### config.mk
export PLATFORM = sky130hd
export DESIGN_NAME = line_assembly_buffer_flat
export DESIGN_NICKNAME = d
export VERILOG_FILES = /design/src/lab_pkg.sv /design/src/lab_if.sv /design/src/lab_ram.sv /design/src/line_assembly_buffer.sv /design/src/flat_wrapper.sv
export SDC_FILE = /design/constraint.sdc
export NUM_CORES = 1
export LEC_CHECK = 0
export CAP_MARGIN = 10
export CORE_AREA = 2 2 247 249
export DETAILED_ROUTE_END_ITERATION = 8
export DIE_AREA = 0 0 249 251
export DONT_BUFFER_PORTS = 1
export GPL_TIMING_DRIVEN = 0
export HOLD_SLACK_MARGIN = 0.02
export PLACE_DENSITY = 0.53
export SLEW_MARGIN = 20
export SYNTH_ARGS = -nofsm -noshare
export SYNTH_HDL_FRONTEND = slang
export SYNTH_SLANG_ARGS = --single-unit
### constraint.sdc
create_clock -name i_clk -period 7.4 [get_ports i_clk]
set_clock_uncertainty 0.2 [all_clocks]
set_input_delay 0.74 -clock i_clk [delete_from_list [all_inputs] [get_ports i_clk]]
set_output_delay 0.74 -clock i_clk [all_outputs]
set_load 0.005 [all_outputs]
### src/lab_pkg.sv
// Shared types and constants for the line assembly buffer.
package lab_pkg;

    typedef enum logic [0:0] {
        ST_IDLE,
        ST_SCAN
    } t_state;

    localparam logic       CMD_ADD    = 1'b0;
    localparam logic       CMD_REMOVE = 1'b1;

    localparam logic [1:0] KIND_ADD_STATUS    = 2'd0;
    localparam logic [1:0] KIND_LINE_CHAR     = 2'd1;
    localparam logic [1:0] KIND_REMOVE_STATUS = 2'd2;

    localparam logic [7:0] NEWLINE_CODE      = 8'h0A;
    localparam logic [6:0] LIMIT_LOW         = 7'd2;
    localparam logic [6:0] LIMIT_HIGH        = 7'd64;
    localparam logic [6:0] LINE_LIMIT_RESET  = 7'd64;

endpackage

### src/lab_if.sv
// Valid/ready channel interfaces for the command and result words.
interface lab_in_if;
    logic       valid;
    logic       ready;
    logic       cmd;
    logic [7:0] data_byte;

    modport source (output valid, output cmd, output data_byte, input ready);
    modport sink   (input valid, input cmd, input data_byte, output ready);
endinterface

interface lab_out_if;
    logic       valid;
    logic       ready;
    logic [1:0] kind;
    logic       ok;
    logic [7:0] line_char;
    logic       last;

    modport source (output valid, output kind, output ok, output line_char, output last,
                    input ready);
    modport sink   (input valid, input kind, input ok, input line_char, input last,
                    output ready);
endinterface

### src/lab_ram.sv
// Generic single-write, single-read synchronous RAM with registered read data.
module lab_ram #(
    parameter int WIDTH = 8,
    parameter int DEPTH = 64
) (
    input  logic                     i_clk,
    input  logic                     i_we,
    input  logic [$clog2(DEPTH)-1:0] i_waddr,
    input  logic [WIDTH-1:0]         i_wdata,
    input  logic                     i_re,
    input  logic [$clog2(DEPTH)-1:0] i_raddr,
    output logic [WIDTH-1:0]         o_rdata
);
    logic [WIDTH-1:0] r_mem [DEPTH];
    logic [WIDTH-1:0] r_rdata;

    always_ff @(posedge i_clk) begin
        if (i_we) begin
            r_mem[i_waddr] <= i_wdata;
        end
        if (i_re) begin
            r_rdata <= r_mem[i_raddr];
        end
    end

    assign o_rdata = r_rdata;
endmodule

### src/line_assembly_buffer.sv
// Line assembly buffer: circular byte store that hands out newline-terminated lines.
//
//   Channel   Dir  Handshake        Word
//   i_in      in   valid/ready      cmd, data_byte
//   o_out     out  valid/ready      kind, ok, line_char, last
//   i_cfg_*   in   write enable     line_limit (7 bits)
//
// An add is answered by one status word. A remove starts a scan that reads the stored bytes
// one at a time through the byte memory's single read port: up to and including the newline,
// or line_limit-1 characters and a closing status word when there is none.
// A remove that finds no line answers with a status word without scanning.
// A stalled result word holds the scan; truncated bytes past the limit are skipped
// without stalling. Reset is synchronous and clears the fill, no memory pass is needed.
module line_assembly_buffer #(
    parameter int CAPACITY = 64
) (
    input  logic       i_clk,
    input  logic       i_rst_n,
    input  logic       i_cfg_we,
    input  logic [6:0] i_cfg_wdata,
    lab_in_if.sink     i_in,
    lab_out_if.source  o_out
);
    import lab_pkg::*;

    localparam int AW = (CAPACITY > 1) ? $clog2(CAPACITY) : 1;
    localparam int PW = $clog2(CAPACITY + 1);
    localparam int CW = (PW > 7) ? PW : 7;

    t_state         r_state, n_state;
    logic [AW-1:0]  r_head, n_head;
    logic [PW-1:0]  r_fill, n_fill;
    logic [PW-1:0]  r_nl_cnt, n_nl_cnt;
    logic [PW-1:0]  r_idx, n_idx;
    logic           r_found, n_found;
    logic [6:0]     r_line_limit;

    logic           r_out_valid;
    logic [1:0]     r_kind;
    logic           r_ok;
    logic [7:0]     r_char;
    logic           r_last;

    logic           w_load;
    logic [1:0]     w_kind;
    logic           w_ok;
    logic [7:0]     w_char;
    logic           w_last;

    logic           w_out_free;
    logic           w_accept;
    logic [6:0]     w_lim;
    logic [6:0]     w_lim_m1;
    logic           w_ram_we;
    logic           w_ram_re;
    logic [AW-1:0]  w_waddr;
    logic [AW-1:0]  w_raddr;
    logic [AW-1:0]  w_next_addr;
    logic [7:0]     w_rdata;
    logic [PW-1:0]  w_idx_inc;

    function automatic logic [AW-1:0] wrap(input logic [AW:0] a);
        logic [AW:0] cap;
        cap = (AW+1)'(CAPACITY);
        if (a >= cap) begin
            return AW'(a - cap);
        end
        return AW'(a);
    endfunction

    lab_ram #(
        .WIDTH (8),
        .DEPTH (CAPACITY)
    ) u_store (
        .i_clk   (i_clk),
        .i_we    (w_ram_we),
        .i_waddr (w_waddr),
        .i_wdata (i_in.data_byte),
        .i_re    (w_ram_re),
        .i_raddr (w_raddr),
        .o_rdata (w_rdata)
    );

    assign w_out_free = !r_out_valid || o_out.ready;
    assign i_in.ready = (r_state == ST_IDLE) && w_out_free;
    assign w_accept   = i_in.valid && i_in.ready;

    assign w_lim = (r_line_limit < LIMIT_LOW)  ? LIMIT_LOW :
                   (r_line_limit > LIMIT_HIGH) ? LIMIT_HIGH : r_line_limit;
    assign w_lim_m1    = w_lim - 7'd1;
    assign w_idx_inc   = r_idx + PW'(1);
    assign w_waddr     = wrap({1'b0, r_head} + (AW+1)'(r_fill));
    assign w_next_addr = wrap({1'b0, r_head} + (AW+1)'(w_idx_inc));

    always_comb begin
        n_state  = r_state;
        n_head   = r_head;
        n_fill   = r_fill;
        n_nl_cnt = r_nl_cnt;
        n_idx    = r_idx;
        n_found  = r_found;
        w_ram_we = 1'b0;
        w_ram_re = 1'b0;
        w_raddr  = r_head;
        w_load   = 1'b0;
        w_kind   = KIND_ADD_STATUS;
        w_ok     = 1'b0;
        w_char   = 8'd0;
        w_last   = 1'b1;

        unique case (r_state)
            ST_IDLE: begin
                if (w_accept) begin
                    if (i_in.cmd == CMD_ADD) begin
                        w_load = 1'b1;
                        w_kind = KIND_ADD_STATUS;
                        if (CW'(r_fill) < CW'(CAPACITY)) begin
                            w_ok     = 1'b1;
                            w_ram_we = 1'b1;
                            n_fill   = r_fill + PW'(1);
                            if (i_in.data_byte == NEWLINE_CODE) begin
                                n_nl_cnt = r_nl_cnt + PW'(1);
                            end
                        end
                    end else if ((r_nl_cnt != '0) || (CW'(r_fill) >= CW'(w_lim))) begin
                        w_ram_re = 1'b1;
                        w_raddr  = r_head;
                        n_idx    = '0;
                        n_found  = (r_nl_cnt != '0);
                        n_state  = ST_SCAN;
                    end else begin
                        w_load = 1'b1;
                        w_kind = KIND_REMOVE_STATUS;
                    end
                end
            end
            ST_SCAN: begin
                w_raddr = w_next_addr;
                if (r_found && (w_rdata == NEWLINE_CODE)) begin
                    if (w_out_free) begin
                        w_load   = 1'b1;
                        w_kind   = KIND_REMOVE_STATUS;
                        w_ok     = 1'b1;
                        n_head   = wrap({1'b0, r_head} + (AW+1)'(w_idx_inc));
                        n_fill   = r_fill - w_idx_inc;
                        n_nl_cnt = r_nl_cnt - PW'(1);
                        n_state  = ST_IDLE;
                    end
                end else if (CW'(r_idx) < CW'(w_lim_m1)) begin
                    if (w_out_free) begin
                        w_load   = 1'b1;
                        w_kind   = KIND_LINE_CHAR;
                        w_char   = w_rdata;
                        w_last   = 1'b0;
                        n_idx    = w_idx_inc;
                        w_ram_re = 1'b1;
                    end
                end else if (r_found) begin
                    n_idx    = w_idx_inc;
                    w_ram_re = 1'b1;
                end else begin
                    if (w_out_free) begin
                        w_load  = 1'b1;
                        w_kind  = KIND_REMOVE_STATUS;
                        w_ok    = 1'b1;
                        n_head  = wrap({1'b0, r_head} + (AW+1)'(w_lim_m1));
                        n_fill  = r_fill - PW'(w_lim_m1);
                        n_state = ST_IDLE;
                    end
                end
            end
            default: begin
                n_state = ST_IDLE;
            end
        endcase
    end

    always_ff @(posedge i_clk) begin
        if (!i_rst_n) begin
            r_state      <= ST_IDLE;
            r_head       <= '0;
            r_fill       <= '0;
            r_nl_cnt     <= '0;
            r_idx        <= '0;
            r_found      <= 1'b0;
            r_line_limit <= LINE_LIMIT_RESET;
            r_out_valid  <= 1'b0;
        end else begin
            r_state  <= n_state;
            r_head   <= n_head;
            r_fill   <= n_fill;
            r_nl_cnt <= n_nl_cnt;
            r_idx    <= n_idx;
            r_found  <= n_found;
            if (i_cfg_we) begin
                r_line_limit <= i_cfg_wdata;
            end
            if (w_load) begin
                r_out_valid <= 1'b1;
            end else if (o_out.ready) begin
                r_out_valid <= 1'b0;
            end
        end
    end

    always_ff @(posedge i_clk) begin
        if (w_load) begin
            r_kind <= w_kind;
            r_ok   <= w_ok;
            r_char <= w_char;
            r_last <= w_last;
        end
    end

    assign o_out.valid     = r_out_valid;
    assign o_out.kind      = r_kind;
    assign o_out.ok        = r_ok;
    assign o_out.line_char = r_char;
    assign o_out.last      = r_last;
endmodule

### src/flat_wrapper.sv
// flat-port wrapper written by rule: the top's interface ports become plain ports
module line_assembly_buffer_flat import lab_pkg::*;
#(
    parameter int CAPACITY = 64
)
  (i_clk, i_rst_n, i_cfg_we, i_cfg_wdata, i_in_valid, i_in_cmd, i_in_data_byte, i_in_ready, o_out_valid, o_out_kind, o_out_ok, o_out_line_char, o_out_last, o_out_ready);
  lab_in_if i_in_i ();
  lab_out_if o_out_i ();
  input  logic i_clk;
  input  logic i_rst_n;
  input  logic i_cfg_we;
  input  logic [6:0] i_cfg_wdata;
  input wire logic [$bits(i_in_i.valid)-1:0] i_in_valid;
  input wire logic [$bits(i_in_i.cmd)-1:0] i_in_cmd;
  input wire logic [$bits(i_in_i.data_byte)-1:0] i_in_data_byte;
  output wire logic [$bits(i_in_i.ready)-1:0] i_in_ready;
  output wire logic [$bits(o_out_i.valid)-1:0] o_out_valid;
  output wire logic [$bits(o_out_i.kind)-1:0] o_out_kind;
  output wire logic [$bits(o_out_i.ok)-1:0] o_out_ok;
  output wire logic [$bits(o_out_i.line_char)-1:0] o_out_line_char;
  output wire logic [$bits(o_out_i.last)-1:0] o_out_last;
  input wire logic [$bits(o_out_i.ready)-1:0] o_out_ready;
  assign i_in_i.valid = i_in_valid;
  assign i_in_i.cmd = i_in_cmd;
  assign i_in_i.data_byte = i_in_data_byte;
  assign i_in_ready = i_in_i.ready;
  assign o_out_valid = o_out_i.valid;
  assign o_out_kind = o_out_i.kind;
  assign o_out_ok = o_out_i.ok;
  assign o_out_line_char = o_out_i.line_char;
  assign o_out_last = o_out_i.last;
  assign o_out_i.ready = o_out_ready;
  line_assembly_buffer #(.CAPACITY(CAPACITY)) u_core (.i_clk(i_clk), .i_rst_n(i_rst_n), .i_cfg_we(i_cfg_we), .i_cfg_wdata(i_cfg_wdata), .i_in(i_in_i), .o_out(o_out_i));
endmodule
== Word level (Yosys, flattened, before mapping) ==
Memory sizes are Yosys's and may differ from the RTL's. A register that Yosys moved wholly into a read port is not among the register bits.
Index checks and enable logic that the tools add are counted.

* Register bits after elaboration: 49
* Bits in writable memories: 512
* Word-level logic and storage cells: 159
* Memories kept: 1

{| class="wikitable"
|+ Memories
! name !! depth !! width !! rd ports !! clocked after memory_dff !! write ports !! line !! RTL
|-
| u_core.u_store.r_mem || 64 || 8 || 1 || 1 || 1 || lab_ram.sv:14 || <nowiki>logic [WIDTH-1:0] r_mem [DEPTH];</nowiki>
|}

* Add/subtract/negate cells: 13
* Order comparisons: 8
* Equality and inequality tests: 17
* Multiplexer cells: 90
* Bitwise operators: 3
* Reductions and logical operators: 15

{| class="wikitable"
|+ Operator list
! cell !! count
|-
| two-way mux 7 bit || 23
|-
| two-way mux 6 bit || 12
|-
| case mux 7 bit (2 select lines) || 3
|-
| two-way mux 1 bit || 39
|-
| adder 6 x 7 -> 7 bit || 3
|-
| adder 7 x 1 -> 7 bit (second input constant) || 3
|-
| >= comparator 7 bit (second input constant) || 3
|-
| inequality test 2 bit (second input constant) || 9
|-
| AND reduction 6 bit || 3
|-
| subtractor 6 x 1 -> 6 bit (second input constant) || 3
|-
| equality test 8 x 4 -> 1 bit (second input constant) || 2
|-
| two-way mux 2 bit || 7
|-
| subtractor 7 x 1 -> 7 bit (second input constant) || 2
|-
| subtractor 7 bit || 2
|-
| inequality test 3 bit (second input constant) || 4
|-
| case mux 6 bit (2 select lines) || 1
|-
| case mux 1 bit (2 select lines) || 4
|-
| AND reduction 4 bit || 2
|-
| >= comparator 7 bit || 1
|-
| greater-than comparator 7 bit (second input constant) || 1
|-
| < comparator 7 x 2 -> 1 bit (second input constant) || 1
|-
| < comparator 7 bit || 1
|-
| < comparator 7 bit (second input constant) || 1
|-
| nonzero test 7 bit || 1
|-
| 9 further kinds || 15
|}

== Logic depth before layout (Yosys ltp) ==
Gate-level depths: netlist of run 1.

* Word-level depth: 17
* Gate-level depth with buffers: 16
* Depth with buffers taken out: 14

== Cells and area by module ==
From an unflattened synthesis of run 1, not the netlist that was laid out.

* Cells, all modules: 1420
* Area total of the unflattened synthesis: 24173.2 um^2

{| class="wikitable"
|+ By module, submodules not included
! module !! times used !! cells each !! area each (um^2)
|-
| lab_ram || 1 || 972 || 20270.7
|-
| line_assembly_buffer || 1 || 448 || 3902.5
|}

== Worst setup path before layout of run 1 ==
Ideal clock, no wire load.

* Path type: flip-flop to flip-flop
* Start point: register u_core.r_line_limit[2]
* End point: register u_core.r_kind[0] (netlist: u_core.o_out.kind[0]) (enable)
* Arrival time: 3.476 ns
* Slack: 3.341 ns
* Stages on the path, launching flop included: 13
* Buffers on the path: 0
* Clock period less this slack: 4.059 ns
* Cell sequence: dfxtp_1 > or4_4 > o211ai_4 > ha_1 > nand3_1 > xnor2_1 > ha_1 > a21o_1 > a21oi_1 > o21ai_0 > or2_4 > and3_2 > o21bai_1

* Word-level cells in the longest chain between the ends: 9
* Elaborated cells between the ends (all ways): 14

{| class="wikitable"
|+ Ends and longest elaborated chain
! what !! line !! RTL
|-
| from (decl) || line_assembly_buffer.sv:36 || <nowiki>logic [6:0] r_line_limit;</nowiki>
|-
| from (signal assigned) || line_assembly_buffer.sv:196 || <nowiki>r_line_limit <= i_cfg_wdata;</nowiki>
|-
| greater-than comparator 7 bit || line_assembly_buffer.sv:89 || <nowiki>(r_line_limit > LIMIT_HIGH) ? LIMIT_HIGH : r_line_limit;</nowiki>
|-
| two-way mux 7 bit || line_assembly_buffer.sv:89 ||
|-
| two-way mux 7 bit (*) || line_assembly_buffer.sv:88 || <nowiki>assign w_lim = (r_line_limit < LIMIT_LOW) ? LIMIT_LOW :</nowiki>
|-
| branches (longest 5 deep; another with subtractor 7 x 1 -> 7 bit) || - ||
|-
| case mux 1 bit (2 select lines) (*) || line_assembly_buffer.sv:111 || <nowiki>unique case (r_state)</nowiki>
|-
| net u_core.w_load || line_assembly_buffer.sv:44 || <nowiki>logic w_load;</nowiki>
|-
| to (signal assigned) || line_assembly_buffer.sv:208 || <nowiki>r_kind <= w_kind;</nowiki>
|-
| to (decl) || line_assembly_buffer.sv:39 || <nowiki>logic [1:0] r_kind;</nowiki>
|}

Mark *: on every way through the listed nets, which the timed path passes.
A chain may end at the register's enable or synchronous reset.

== Final worst setup path of run 1 ==
* Start point: register u_core.r_line_limit[2]
* End point: register u_core.r_char[6] (netlist: u_core.o_out.line_char[6]) (enable)

* Word-level cells in the longest chain between the ends: 9
* Elaborated cells between the ends (all ways): 14

{| class="wikitable"
|+ Ends and longest elaborated chain
! what !! line !! RTL
|-
| greater-than comparator 7 bit || line_assembly_buffer.sv:89 ||
|-
| two-way mux 7 bit || line_assembly_buffer.sv:89 ||
|-
| two-way mux 7 bit (*) || line_assembly_buffer.sv:88 ||
|-
| branches (longest 5 deep; another with subtractor 7 x 1 -> 7 bit) || - ||
|-
| case mux 1 bit (2 select lines) (*) || line_assembly_buffer.sv:111 ||
|-
| net u_core.w_load || line_assembly_buffer.sv:44 ||
|-
| to (signal assigned) || line_assembly_buffer.sv:210 || <nowiki>r_char <= w_char;</nowiki>
|-
| to (decl) || line_assembly_buffer.sv:41 || <nowiki>logic [7:0] r_char;</nowiki>
|}

Marked as above.

==> results of run 1 <==
==> repair_timing <==
| item | CTS | global route |
|---|---|---|
| endpoints found under the setup margin | 0 | 0 |
| hold endpoints to repair | 444 | 0 |
| gates resized for setup | 0 | 0 |
| hold buffers | 14 | 0 |
==> flip-flops by register name (all words and copies together), names as in the netlist <==
signal / cells
u_core.u_store.r_mem: 512
u_core.o_out.line_char: 8
u_core.u_store.o_rdata: 8
u_core.r_fill: 7
u_core.r_idx: 7
u_core.r_line_limit: 7
u_core.r_nl_cnt: 7
u_core.r_head: 6
u_core.o_out.kind: 2
u_core.o_out.last: 1
u_core.o_out.ok: 1
u_core.o_out.valid: 1
u_core.r_found: 1
u_core.r_state: 1
==> cell type report <==
type                       count  area (um^2)
timing repair buffer          14          273
clock inverter                39          344
buffer                        52          268
sequential                   569        16700
multi-input combinational    672         6690
antenna                        2         5.00
fill                        5148        32900
inverter                      31          116
clock buffer                  70         1500
tap                          782          978
==> metrics by stage <==
stage | util [%] | worst slack [ns]
2_1_floorplan | - | 3.34
3_3_place_gp | 41.4 | 2.73
3_5_place_dp | 41.4 | 2.62
4_1_cts | 45.0 | 2.58
5_1_grt | 45.0 | 2.39
6_report | 45.0 | 2.61
==> logic make-up after synthesis <==
logic type | count (synthesis) | synth area share, %
AO/OA/AOI/OAI | 168 | 5.21
XOR/XNOR | 29 | 1.07
adder cells (fa/ha/maj) | 46 | 2.58
buffers and inverters | 83 | 1.61
flip-flops | 569 | 70.3
multiplexers | 182 | 14.4
AND/OR/NAND/NOR | 247 | 4.87
==> power groups by stage <==
stage | sequential (W) | clock (W) | combinational [W]
final | 0.00355 | 0.00287 | 0.000278
after global routing | 0.00355 | 0.00305 | 0.000303
after CTS | 0.00355 | 0.00293 | 0.000284
after detailed placement | 0.00361 | 0 | 0.000216
after global placement | 0.00361 | 0 | 0.000215
after floorplan | 0.00361 | 0 | 0.000152
==> worst paths after layout <==
| path | end | from | slack, ns |
|---|---|---|---|
| max reg2reg | u_core.o_out.line_char[6] | u_core.r_line_limit[2] | 2.61 |
| min | u_core.r_line_limit[6] | i_cfg_wdata[6] | 0.06 |
| min reg2reg | u_core.r_nl_cnt[6] | u_core.r_nl_cnt[6] | 0.28 |
| max | u_core.o_out.line_char[6] | u_core.r_line_limit[2] | 2.61 |
==> Yosys cell counts (all sizes together), types with 9 or more instances <==
cell and instances:
edfxtp 532, mux4 128, nor2 112, mux2i 52, nand2 45, ha 41, dfxtp 37, buf 32
a21oi 30, a22oi 30, inv 29, nand3 23, o21ai 21, clkbuf 20, xnor2 20, a221oi 17
and3 12, a21o 11, nor3 11, a211oi 10, a22o 9, and2 9, o21a 9, xor2 9
==> per-layer routing <==
metal	track usage, %	part of all wire, %	vias up
met5	0	0.016	-
met2	32.2	47	357
met4	6.96	3.2	2
met1	26.9	42	6499
li1	-	-	5519
met3	4.67	7.2	107
==> results by group, run 1 <==
Timing
  • Setup-failing EPs final: 0
  • Max_slew headroom: 24.5%
  • Fin crit share: approximately two thirds
  • Hold_ws: between 0.06 and 0.07 ns
  • Final slew viol count: 0
  • Worst slew pin tran: 1.13 ns
  • Final worst path period need: approximately 4.8 ns
  • Final hold violation count: 0
  • Setup TNS: 0 ns
  • Unrepaired setup endpoints after global routing: false
  • F_max: 209 MHz

Drt
  • DR vias: about 12000
  • Final wirelength: just over 60000 um
  • Drt drc: 0
  • Via-to-Cell Ratio: 5.60
  • Initial drt markers: approximately 1000
  • WL per Instance: between 20 and 30 um
  • Antenna violation net count after detailed routing: 0
  • Detailed Routing Iterations Pass 1: 5

Setup path
  • CP most frequent cell: ha_1
  • CP bufs+invs: 0
  • R2r worst-path depth: 12
  • Stages on the worst setup path: 12
  • Crit-path max FO: 12
  • Crit path kind: reg2reg
  • Arr. time, crit path: between 4 and 5 ns
  • Delay of the slowest cell on the worst path: approximately 0.79 ns
  • Slowest CP cell: o21bai_1
  • Crit path launch type: flop
  • CP cell instances: or4_4 > o211ai_4 > ha_1 > nand3_1 > xnor2_1 > ha_1 > a21o_1 > a21oi_1 > o21ai_0 > or2_4 > and3_2 > o21bai_1
  • Setup crit end kind: flop
  • CP delay by family, top: compound AO/OA/AOI/OAI gates
  • Req. time, crit path: roughly 7.4 ns

Power and ir drop
  • Flop pwr share: a little over half
  • PD cells: roughly 250 nW/um^2
  • Total Power: between 0.006 and 0.007 W
  • Internal Pwr Total: 0.00525 W
  • Sw frac: 21.6%
  • Combinational share of power: 4.2%
  • Switching pwr: 0.00145 W
  • Max VDD drop: about 0.19 mV
  • Leakage power: ~8.7 nW
  • Clock share of power: between 40% and 50%

Logic synthesis
  • YS warnings: 0
  • Post-Syn Instances: around 1300
  • Sequential share of the synthesized area: between 70% and 80%
  • Dominant synthesized flop cell: edfxtp_1
  • Synth cell types: 69
  • Area fraction of the dominant cell type after synthesis: between 60% and 70%
  • Synth Area per Inst: between 15 and 20 um^2
  • Post-Syn Nets: 1391
  • Flops & latches, synth: 569
  • Async set-or-reset flop fraction in the synthesized netlist: 0%
  • Largest cells by area after synthesis: edfxtp_1 67%, mux4_2 12%, dfxtp_1 3.1%
  • Dominant cell type by area after synthesis: edfxtp_1
  • Number of synthesized flops with an enable pin: roughly 530
  • Cell area after synthesis: 23800 um^2

Floorplan
  • Ports: 35
  • Die area: between 60000 and 70000 um^2
  • Core Rows: 90
  • Die width: around 250 um
  • Die height: 251 um
  • Core Region: about 60000 um^2
  • Starting Density: 39.8%

Global routing
  • Congestion Overflow GR: 0
  • First-pass GRT wire length: between 80000 and 90000 um
  • Initial antenna violation count: 7
  • Tot GR Track Use: between 20% and 30%
  • Pin count of the biggest net entering global routing: 65
  • Vias in the first global route: ~13000

Layout
  • Post-route design area: approximately 27000 um^2
  • Final nets: ~1500
  • Layout Cells excl Fill: 2231
  • Fraction of layout instances using a drive strength above 1: 18.2%
  • Synth-to-layout area growth: 13.0%
  • Most common cell after layout, fill and taps aside: edfxtp_1
  • Commonest cells after routing, fill and taps aside: 532 x edfxtp_1, 128 x mux4_2, 111 x nor2_1

Clocking
  • TritonCTS clock tree: yes
  • Clock transition at path regs: approximately 0.06 ns
  • Clk_lat worst skew: 0.65 ns
  • CTS buffer count: 58
  • Max clock buf depth: 3
  • CTS H-tree lvls: 2
  • Clock Sinks: 569
  • Post-CTS setup buffer count: 0
  • Clk root buf: clkbuf_16

Flow run
  • Max-Cap Viols: 0

Min path
  • Class of the worst hold path: in2reg
  • Cell count of the worst hold path: 2

Outcome
  • Status: complete, no violations

Placed design
  • Buffers on Ports: 0
  • RD Place Congestion: approximately 0.81
  • HPWL after detailed placement: 37100 um
  • Placed Area: around 25000 um^2
  • Placed cell count: between 2000 and 2500
(Power assumes the default switching activity.)
==> run 2, diff against run 1 <==
clock period = 4.8 ns   (was 7.4 ns; I/O delays follow)
==> run 2 against run 1 <==
Sequential power grew 54%. Sequential cell count is the same. Register-to-register slack lost 2.3 ns. Clock power grew 54%. Setup slack lost 2.3 ns. Core utilization grew 0.20 points.
==> results by group, run 2 (synthesized netlist as in run 1, its figures left out) <==
Floorplan
  • Die height: 251 um
  • Die width: between 200 and 250 um
  • Starting Density: around two fifths
  • Core Rows: 90
  • Core Region: around 60000 um^2
  • Ports: 35
  • Die area: roughly 62000 um^2

Global routing
  • Congestion Overflow GR: 0
  • Initial antenna violation count: 7
  • Tot GR Track Use: just under 20%
  • First-pass GRT wire length: roughly 88000 um
  • Pin count of the biggest net entering global routing: 65
  • Vias in the first global route: approximately 13000

Clocking
  • Max clock buf depth: 3
  • Clock Sinks: approximately 570
  • CTS buffer count: 58
  • CTS H-tree lvls: 2
  • Clk root buf: clkbuf_16
  • TritonCTS clock tree: yes
  • Clk_lat worst skew: about 0.64 ns
  • Clock transition at path regs: about 0.060 ns

Drt
  • Via-to-Cell Ratio: between 5 and 6
  • WL per Instance: ~27 um
  • Final wirelength: about 60000 um
  • Detailed Routing Iterations Pass 1: 5
  • Antenna violation net count after detailed routing: 0
  • Initial drt markers: 924
  • Drt drc: 0
  • DR vias: 12500

Timing
  • Fin crit share: 94.5%
  • Worst slew pin tran: 1.03 ns
  • Unrepaired setup endpoints after global routing: false
  • Final worst slack: around 0.26 ns
  • Final hold violation count: 0
  • Setup TNS: 0 ns
  • Max_slew headroom: ~31%
  • Setup-failing EPs final: 0
  • Final worst path period need: 4.54 ns
  • F_max: about 220 MHz
  • Final slew viol count: 0

Setup path
  • Crit path launch type: flop
  • Arr. time, crit path: 4.80 ns
  • Crit-path max FO: 10
  • Req. time, crit path: 5.06 ns
  • Crit path kind: reg2reg
  • Setup crit end kind: flop

Power and ir drop
  • Max VDD drop: roughly 0.29 mV
  • PD cells: between 300 and 400 nW/um^2
  • Leakage power: between 8 and 9 nW

Layout
  • Synth-to-layout area growth: 13.5%
  • Final nets: 1475
  • Post-route design area: 27000 um^2
  • Post-layout util: 45.2%
  • Most common cell after layout, fill and taps aside: edfxtp_1
  • Commonest cells after routing, fill and taps aside: 532 x edfxtp_1, 128 x mux4_2, 111 x nor2_1
  • Register with the most flip-flops: u_core.u_store.r_mem
  • Fraction of layout instances using a drive strength above 1: 18.5%
  • Layout Cells excl Fill: ~2200
  • Max FFs per register: roughly 510

Placed design
  • RD Place Congestion: 0.810
  • Placed Area: 24800 um^2
  • Post-Place Setup Slack: roughly 0.016 ns
  • HPWL after detailed placement: 37100 um
  • Buffers on Ports: 0
  • Placed cell count: between 2000 and 2500

Flow run
  • Max-Cap Viols: 0

Outcome
  • Status: complete, no violations

Min path
  • Class of the worst hold path: in2reg
==> run 2: cell types whose count changed in the layout (fill, tap and decap cells not counted), sizes merged <==
cell / previous run / this run
buf: 40 / 42
dlygate4sd3: 6 / 14
==> run 2: area by class of cell <==
class	count	area, um^2
clock buffers	70	1500
inverters	31	116
flip-flops and latches	569	16700
well taps	782	978
plain buffers	52	272
clock inverters	39	344
repair buffers	24	375
diodes	2	5.00
multi-input cells	672	6700
fillers	5141	32800
==> run 2: stage by stage <==
| stage | total power (W) | hold WS (ns) |
|---|---|---|
| after floorplan | 0.00580 | 0.243 |
| after global placement | 0.00590 | 0.265 |
| after detailed placement | 0.00591 | 0.263 |
| after CTS | 0.0104 | 0.0204 |
| after global routing | 0.0106 | 0.0340 |
| final | 0.0103 | 0.0329 |
==> run 2: worst paths after layout <==
| kind | from | end | slack, ns | depth (start not counted) |
|---|---|---|---|---|
| max | u_core.r_idx[0] | u_core.u_store.o_rdata[7] | 0.26 | 10 |
| min | i_in_data_byte[5] | u_core.u_store.r_mem[63][5] | 0.03 | 1 |
| max reg2reg | u_core.r_idx[0] | u_core.u_store.o_rdata[7] | 0.26 | 10 |
| min reg2reg | u_core.r_nl_cnt[6] | u_core.r_nl_cnt[6] | 0.28 | 2 |
==> run 2: worst max-delay path, stage by stage, from the launching register on <==
cell      delay, ns
dfxtp_1        0.46
ha_1           0.33
xor2_1         0.29
ha_1           0.35
xnor2_1        0.27
mux2_2         0.33
clkbuf_1       0.61
buf_2          0.49
mux2i_1        0.21
a221oi_1       0.56
a22o_1         0.27
==> run 2: timing repair <==
action | 4_1_cts | 5_1_grt
hold buffers | 22 | 0
pin swaps | 0 | 1
gates resized for setup | 1 | 7
setup endpoints to repair | 12 | 15
setup buffers | 0 | 2
endpoints found under the hold margin | 522 | 0
==> run 2: where the power goes <==
part / internal [W] / total [W] / leakage [nW] / switching [W]
combinational: 0.000165 / 0.000434 / 2.82 / 0.000269
clock: 0.00249 / 0.00443 / 0.902 / 0.00194
sequential: 0.00545 / 0.00547 / 5.09 / 0.0000192
total: 0.00810 / 0.0103 / 8.82 / 0.00223
==> run 2: routing by layer <==
layer | vias to the layer above | wire length (um) | track usage [%] | share of wire, %
li1 | 5535 | - | - | -
met1 | 6456 | 25700 | 26.5 | 42
met2 | 389 | 29000 | 31.7 | 48
met3 | 101 | 4230 | 4.46 | 7.0
met4 | 2 | 1560 | 6.42 | 2.6
met5 | - | 10 | 0 | 0.017
